$ cat config.mk
export PLATFORM = sky130hd
export DESIGN_NAME = rgb_to_hsv_pixel
export DESIGN_NICKNAME = d
export VERILOG_FILES = /design/src/rgbhsv_pkg.sv /design/src/rgb_to_hsv_pixel.sv
export SDC_FILE = /design/constraint.sdc
export NUM_CORES = 1
export LEC_CHECK = 0
export BUFFER_PORTS_ARGS = -buffer_cell sky130_fd_sc_hd__clkbuf_2
export CELL_PAD_IN_SITES_DETAIL_PLACEMENT = 2
export CELL_PAD_IN_SITES_GLOBAL_PLACEMENT = 2
export CORE_MARGIN = 4
export CORE_UTILIZATION = 45
export DETAILED_ROUTE_END_ITERATION = 12
export GPL_TIMING_DRIVEN = 0
export HOLD_SLACK_MARGIN = 0.08
export MAX_ROUTING_LAYER = met4
export PLACE_DENSITY_LB_ADDON = 0.15
export SYNTH_ARGS = -nofsm -noshare
export SYNTH_HDL_FRONTEND = slang
export SYNTH_SLANG_ARGS = --single-unit
$ cat constraint.sdc
create_clock -name clk -period 28.6 [get_ports clk]
set_input_delay 5.72 -clock clk [delete_from_list [all_inputs] [get_ports clk]]
set_output_delay 5.72 -clock clk [all_outputs]
set_load 0.05 [all_outputs]
$ cat src/rgbhsv_pkg.sv
`timescale 1ns / 1ps
// ----------------------------------------------------------------------------
// rgbhsv_pkg
// Widths, stage count and pipeline payload types for the RGB to HSV converter.
// ----------------------------------------------------------------------------
package rgbhsv_pkg;

  localparam int PIX_W = 8;                // channel and result width
  localparam int Q_W   = 8;                // quotient bits, one per divider stage
  localparam int NUM_W = PIX_W + 3;        // hue numerator before scaling, < 6*255
  localparam int SR_W  = 2 * PIX_W;        // 255*diff
  localparam int HR_W  = NUM_W + PIX_W;    // 255*num
  localparam int HD_W  = NUM_W;            // 6*diff

  // first stage: channel max, spread and hue numerator
  typedef struct packed {
    logic [PIX_W-1:0] mx;
    logic [PIX_W-1:0] diff;
    logic [NUM_W-1:0] num;
  } prep_t;

  // divider stages: partial remainders, divisors and quotients of both divisions
  typedef struct packed {
    logic [PIX_W-1:0] mx;
    logic [SR_W-1:0]  rs;
    logic [PIX_W-1:0] ds;
    logic [HR_W-1:0]  rh;
    logic [HD_W-1:0]  dh;
    logic [Q_W-1:0]   qs;
    logic [Q_W-1:0]   qh;
  } div_t;

endpackage

$ cat src/rgb_to_hsv_pixel.sv
`timescale 1ns / 1ps
// ----------------------------------------------------------------------------
// rgb_to_hsv_pixel
// Converts one 8-bit RGB pixel to 8-bit hue, saturation and value through a
// pipeline of two setup stages and eight restoring-division stages.
// ----------------------------------------------------------------------------
// Channel   Ports                                         Direction
// input     in_valid, in_ready, in_red/green/blue         slave
// result    out_valid, out_ready, out_hue_out/sat/val     master
//
// One pixel per clock sustained while out_ready stays high; Q_W + 2 = 10
// register stages. The depth is set by the two dividers, which retire one
// quotient bit per stage in parallel.
// Each stage holds its own valid bit and loads whenever it is empty or the
// stage after it moves, so a stall on out_ready fills empty stages first.
// Reset (rst_n low, synchronous) empties every stage; no clearing pass.
// ----------------------------------------------------------------------------
module rgb_to_hsv_pixel (
  input  logic                         clk,
  input  logic                         rst_n,
  input  logic                         in_valid,
  output logic                         in_ready,
  input  logic [rgbhsv_pkg::PIX_W-1:0] in_red,
  input  logic [rgbhsv_pkg::PIX_W-1:0] in_green,
  input  logic [rgbhsv_pkg::PIX_W-1:0] in_blue,
  output logic                         out_valid,
  input  logic                         out_ready,
  output logic [rgbhsv_pkg::PIX_W-1:0] out_hue_out,
  output logic [rgbhsv_pkg::PIX_W-1:0] out_sat_out,
  output logic [rgbhsv_pkg::PIX_W-1:0] out_val_out
);

  localparam int QW = rgbhsv_pkg::Q_W;
  localparam int PW = rgbhsv_pkg::PIX_W;
  localparam int NW = rgbhsv_pkg::NUM_W;

  // stage A: setup; stage 0: scaled operands; stages 1..QW: divider
  rgbhsv_pkg::prep_t prep_r, prep_nxt;
  logic              vld_a_r;
  rgbhsv_pkg::div_t  stg_r   [0:QW];
  rgbhsv_pkg::div_t  stg_nxt [0:QW];
  logic [QW:0]       vld_r;
  logic [QW+1:0]     rdy;
  logic              rdy_a;

  // ---- ready chain ---------------------------------------------------------
  always_comb begin
    rdy[QW+1] = out_ready;
    for (int i = QW; i >= 0; i--) begin
      rdy[i] = ~vld_r[i] | rdy[i+1];
    end
    rdy_a = ~vld_a_r | rdy[0];
  end

  assign in_ready = rdy_a;

  // ---- stage A: max, min, sector numerator ---------------------------------
  logic [PW-1:0] mx, mn, diff;
  logic [NW:0]   num_w;   // one spare bit for modular arithmetic
  logic [NW:0]   six_d;

  always_comb begin
    mx = (in_red > in_green) ? in_red : in_green;
    mx = (mx > in_blue) ? mx : in_blue;
    mn = (in_red < in_green) ? in_red : in_green;
    mn = (mn < in_blue) ? mn : in_blue;
    diff  = mx - mn;
    six_d = ((NW+1)'(diff) << 2) + ((NW+1)'(diff) << 1);
    priority if (in_blue == mx) begin
      num_w = ((NW+1)'(diff) << 2) + (NW+1)'(in_red) - (NW+1)'(in_green);
    end else if (in_green == mx) begin
      num_w = ((NW+1)'(diff) << 1) + (NW+1)'(in_blue) - (NW+1)'(in_red);
    end else begin
      num_w = (NW+1)'(in_green) - (NW+1)'(in_blue);
      // wrap a negative red-sector hue by a full turn
      if (in_green < in_blue) begin
        num_w = num_w + six_d;
      end
    end
    prep_nxt.mx   = mx;
    prep_nxt.diff = diff;
    prep_nxt.num  = num_w[NW-1:0];
  end

  // ---- stage 0: scale numerators by 255, build divisors ---------------------
  // a zero divisor only comes with a zero numerator; divide by one instead
  always_comb begin
    stg_nxt[0].mx = prep_r.mx;
    stg_nxt[0].rs = (rgbhsv_pkg::SR_W'(prep_r.diff) << PW) - rgbhsv_pkg::SR_W'(prep_r.diff);
    stg_nxt[0].ds = (prep_r.mx == '0) ? PW'(1) : prep_r.mx;
    stg_nxt[0].rh = (rgbhsv_pkg::HR_W'(prep_r.num) << PW) - rgbhsv_pkg::HR_W'(prep_r.num);
    stg_nxt[0].dh = (prep_r.diff == '0) ? rgbhsv_pkg::HD_W'(1)
                  : (rgbhsv_pkg::HD_W'(prep_r.diff) << 2) + (rgbhsv_pkg::HD_W'(prep_r.diff) << 1);
    stg_nxt[0].qs = '0;
    stg_nxt[0].qh = '0;
  end

  // ---- stages 1..QW: one quotient bit of each division ----------------------
  for (genvar j = 1; j <= QW; j++) begin : g_div
    localparam int K = QW - j;
    logic [rgbhsv_pkg::SR_W-1:0] sd;
    logic [rgbhsv_pkg::HR_W-1:0] hd;

    always_comb begin
      sd = rgbhsv_pkg::SR_W'(stg_r[j-1].ds) << K;
      hd = rgbhsv_pkg::HR_W'(stg_r[j-1].dh) << K;
      stg_nxt[j] = stg_r[j-1];
      if (stg_r[j-1].rs >= sd) begin
        stg_nxt[j].rs    = stg_r[j-1].rs - sd;
        stg_nxt[j].qs[K] = 1'b1;
      end
      if (stg_r[j-1].rh >= hd) begin
        stg_nxt[j].rh    = stg_r[j-1].rh - hd;
        stg_nxt[j].qh[K] = 1'b1;
      end
    end
  end

  // ---- registers -------------------------------------------------------------
  always_ff @(posedge clk) begin
    if (!rst_n) begin
      vld_a_r <= 1'b0;
      vld_r   <= '0;
    end else begin
      if (rdy_a) begin
        vld_a_r <= in_valid;
      end
      if (rdy[0]) begin
        vld_r[0] <= vld_a_r;
      end
      for (int i = 1; i <= QW; i++) begin
        if (rdy[i]) begin
          vld_r[i] <= vld_r[i-1];
        end
      end
    end
  end

  always_ff @(posedge clk) begin
    if (rdy_a && in_valid) begin
      prep_r <= prep_nxt;
    end
    if (rdy[0] && vld_a_r) begin
      stg_r[0] <= stg_nxt[0];
    end
    for (int i = 1; i <= QW; i++) begin
      if (rdy[i] && vld_r[i-1]) begin
        stg_r[i] <= stg_nxt[i];
      end
    end
  end

  assign out_valid   = vld_r[QW];
  assign out_hue_out = stg_r[QW].qh;
  assign out_sat_out = stg_r[QW].qs;
  assign out_val_out = stg_r[QW].mx;

`ifndef SYNTHESIS
  // a black pixel has no saturation and no hue
  a_black: assert property (@(posedge clk) disable iff (!rst_n)
    out_valid && (out_val_out == '0) |-> (out_sat_out == '0) && (out_hue_out == '0))
    else $error("black pixel with nonzero hue or saturation");

  // a transfer on the input lands in the setup stage
  a_enter: assert property (@(posedge clk) disable iff (!rst_n)
    in_valid && in_ready |=> vld_a_r)
    else $error("accepted pixel not held in setup stage");

  // a full stage 0 whose successor holds must keep its item
  a_hold: assert property (@(posedge clk) disable iff (!rst_n)
    vld_r[0] && !rdy[1] |=> vld_r[0] && $stable(stg_r[0]))
    else $error("stalled stage lost or changed its item");
`endif

endmodule
==> flow_summary.json <==
{
  "cp_top_family": "compound AO/OA/AOI/OAI gates",
  "synth_top_area_share_pct": 55.7,
  "cts_buffer_depth": 3,
  "power_density_nw_per_um2": 81.5,
  "outcome": "complete, no violations",
  "grt.total_usage_pct": 24.4,
  "critPathRequiredTime_ns": 28.95,
  "critPathSlowestCell": "xnor2_1",
  "ir_worst_vdd_uv": 96.3,
  "synth_area_leader_cell": "edfxtp_1",
  "fin_crit_ns": 14.15,
  "core_um2": 71600,
  "synthTopCellsByArea": "edfxtp_1, ha_1, xnor2_1",
  "grt_overflow_total": 0,
  "cts_setup_buffers": 0,
  "area_growth_pct": 12.4,
  "dpl_cell_area_um2": 34300,
  "synthArstFlopShare_pct": 0,
  "firstDrtPassIters": 5,
  "wl_per_cell_um": 23.9,
  "fmax_mhz": 70.7,
  "nets": 3142,
  "diodes": 0,
  "synth_edf_count": 603,
  "avgSynthCellArea_um2": 12.1,
  "worstSetupStartpointType": "input pin",
  "grt_max_degree": 39,
  "worstPathArrival_ns": 14.51,
  "drtIter0Drc": 1052,
  "antenna_left": 0,
  "fill_cells": 6934,
  "floorplan.rows": 98,
  "routed_via_density": 5.50,
  "cts-root-buf": "clkbuf_16",
  "crit_buf_inv": 9,
  "clk_latency_ns": 0.62,
  "h-tree-depth": 3,
  "synthesis.area_um2": 32500,
  "io_buffers": 52,
  "cts_tree": "yes",
  "drive_gt1_share_pct": 8.78,
  "finalPower_w": 0.00298,
  "grt_pass1_vias": 24400,
  "dieArea_um2": 76600,
  "worstMarginPinSlew_ns": 1.17,
  "finalWeightedCongestion": 0.897,
  "crit_type": "in2reg",
  "hold_class": "reg2reg",
  "drv_cap": 0,
  "layout_commonest_cell": "edfxtp_1",
  "worst_slew_margin_rel_pct": 22.2,
  "dp_hpwl_mm": 69.0,
  "io_pins": 54,
  "synth_cell_types": 79,
  "clock-sinks": 613,
  "cts_resized": 0,
  "fin_area_um2": 36600,
  "ys_seq_area_share_pct": 56.3,
  "hold_viol": 0,
  "yosysWarnings": 0,
  "vias": 21100,
  "setup_tns_ns": 0,
  "rsz0062_at_grt": "false",
  "path_max_fanout": 10,
  "clkTransAtPathRegs_ns": 0.06,
  "synth_cells": 2693,
  "die_w_um": 277,
  "drc": 0,
  "routed_wl_mm": 91.6,
  "final_cell_mix": "edfxtp_1, inv_1, ha_1",
  "crit_path_end_kind": "register",
  "p_leak_nw": 14.2,
  "initial_core_util_pct": 45.4,
  "setup-violations-final": 0,
  "grt_pass1_wl_mm": 144,
  "finalClockSkew_ns": 0.0278,
  "dieHeight_um": 277,
  "synth_nets": 3004,
  "cpPeakStageDelay_ns": 0.57,
  "drv_slew": 0,
  "cts_buffers": 70,
  "synth_seq_cells": 613,
  "period_share_pct": 49.5,
  "antenna_found_initial": 0,
  "cts-hold-fix-buffers": 0,
  "synth_top_flop_cell": "edfxtp_1",
  "cpMostUsedCell": "inv_1"
}
-- cell usage after synthesis, types with 37 or more instances --
| master | count |
|---|---|
| nand2_1 | 149 |
| clkbuf_1 | 37 |
| nor2_1 | 174 |
| nand2b_1 | 39 |
| ha_1 | 241 |
| nor2b_1 | 60 |
| fa_1 | 42 |
| xor2_1 | 65 |
| nor3_1 | 45 |
| inv_1 | 320 |
| edfxtp_1 | 603 |
| a21o_1 | 68 |
| o21ai_0 | 130 |
| xnor2_1 | 144 |
| a21oi_1 | 158 |
-- state kept, by name (all words and copies together), names as in the netlist --
signal,count
stg_r,576
prep_r,27
vld_r,9
vld_a_r,1
-- area by class of cell --
| cell class | instances | area [µm²] | share of cell area (%) |
|---|---|---|---|
| buffer | 65 | 339 | 0.928 |
| inverter | 323 | 1210 | 3.32 |
| sequential | 613 | 18300 | 50.1 |
| multi-input combinational | 1692 | 12700 | 34.9 |
| clock buffer | 91 | 1890 | 5.18 |
| clock inverter | 31 | 329 | 0.900 |
| timing repair buffer | 66 | 541 | 1.48 |
| tap | 950 | 1190 | 3.25 |
-- stage by stage --
stage / instances / utilization (%) / hold slack, ns / worst slack [ns]
detailed placement: 3709 / 47.9 / 0.409 / 13.79
floorplan: 2693 / - / 0.400 / 15.53
global placement: 3695 / 47.4 / 0.400 / 14.04
global route: 3831 / 51.0 / 0.419 / 13.63
CTS: 3831 / 51.0 / 0.417 / 14.39
finish: 3831 / 51.0 / 0.419 / 14.45
-- where the power goes --
group / switching [W] / internal (W)
logic: 0.000569 / 0.000423
registers: 0.0000406 / 0.00107
clock network: 0.000366 / 0.000513
-- worst reg2reg max path, cell delays in order, from the launching register on --
cell and delay (ns):
edfxtp_1 0.45, ha_1 0.27, fa_1 0.45, nor2b_1 0.15, o21ai_1 0.09, a21boi_0 0.37, o21ai_0 0.24, a21boi_1 0.28
o21ai_0 0.20, a21boi_1 0.25, o21a_1 0.17, o21ai_1 0.14, nand3_1 0.31, buf_1 0.58, mux2_2 0.44
-- path summary, 6_finish.rpt --
kind | startpoint | end | slack, ns | depth (start not counted)
setup / recovery | in_red[0] | prep_r[10] | 14.45 | 39
hold / removal | stg_r[0][233] | stg_r[0][311] | 0.42 | 0
setup reg to reg | stg_r[0][328] | stg_r[0][428] | 23.98 | 14
hold reg to reg | stg_r[0][233] | stg_r[0][311] | 0.42 | 0
-- cells by family (layout without fill, tap and decap cells) --
group,count (synthesis),after routing,share of synthesized area (%)
muxes,53,53,1.77
DFF,613,613,56.3
and+or+nand+nor,626,626,9.61
buffers and inverters,388,576,4.77
xor gates and xnor gates,211,211,5.77
AOI/OAI and AO/OA,518,518,9.88
adders and majority gates,284,284,11.9
-- routing by layer --
| metal | wire, µm | GRT usage [%] |
|---|---|---|
| met5 | 0 | - |
| met4 | 2800 | 7.02 |
| met3 | 1670 | 2.50 |
| met2 | 51600 | 47.7 |
| met1 | 35500 | 26.0 |
(Power assumes the default switching activity.)
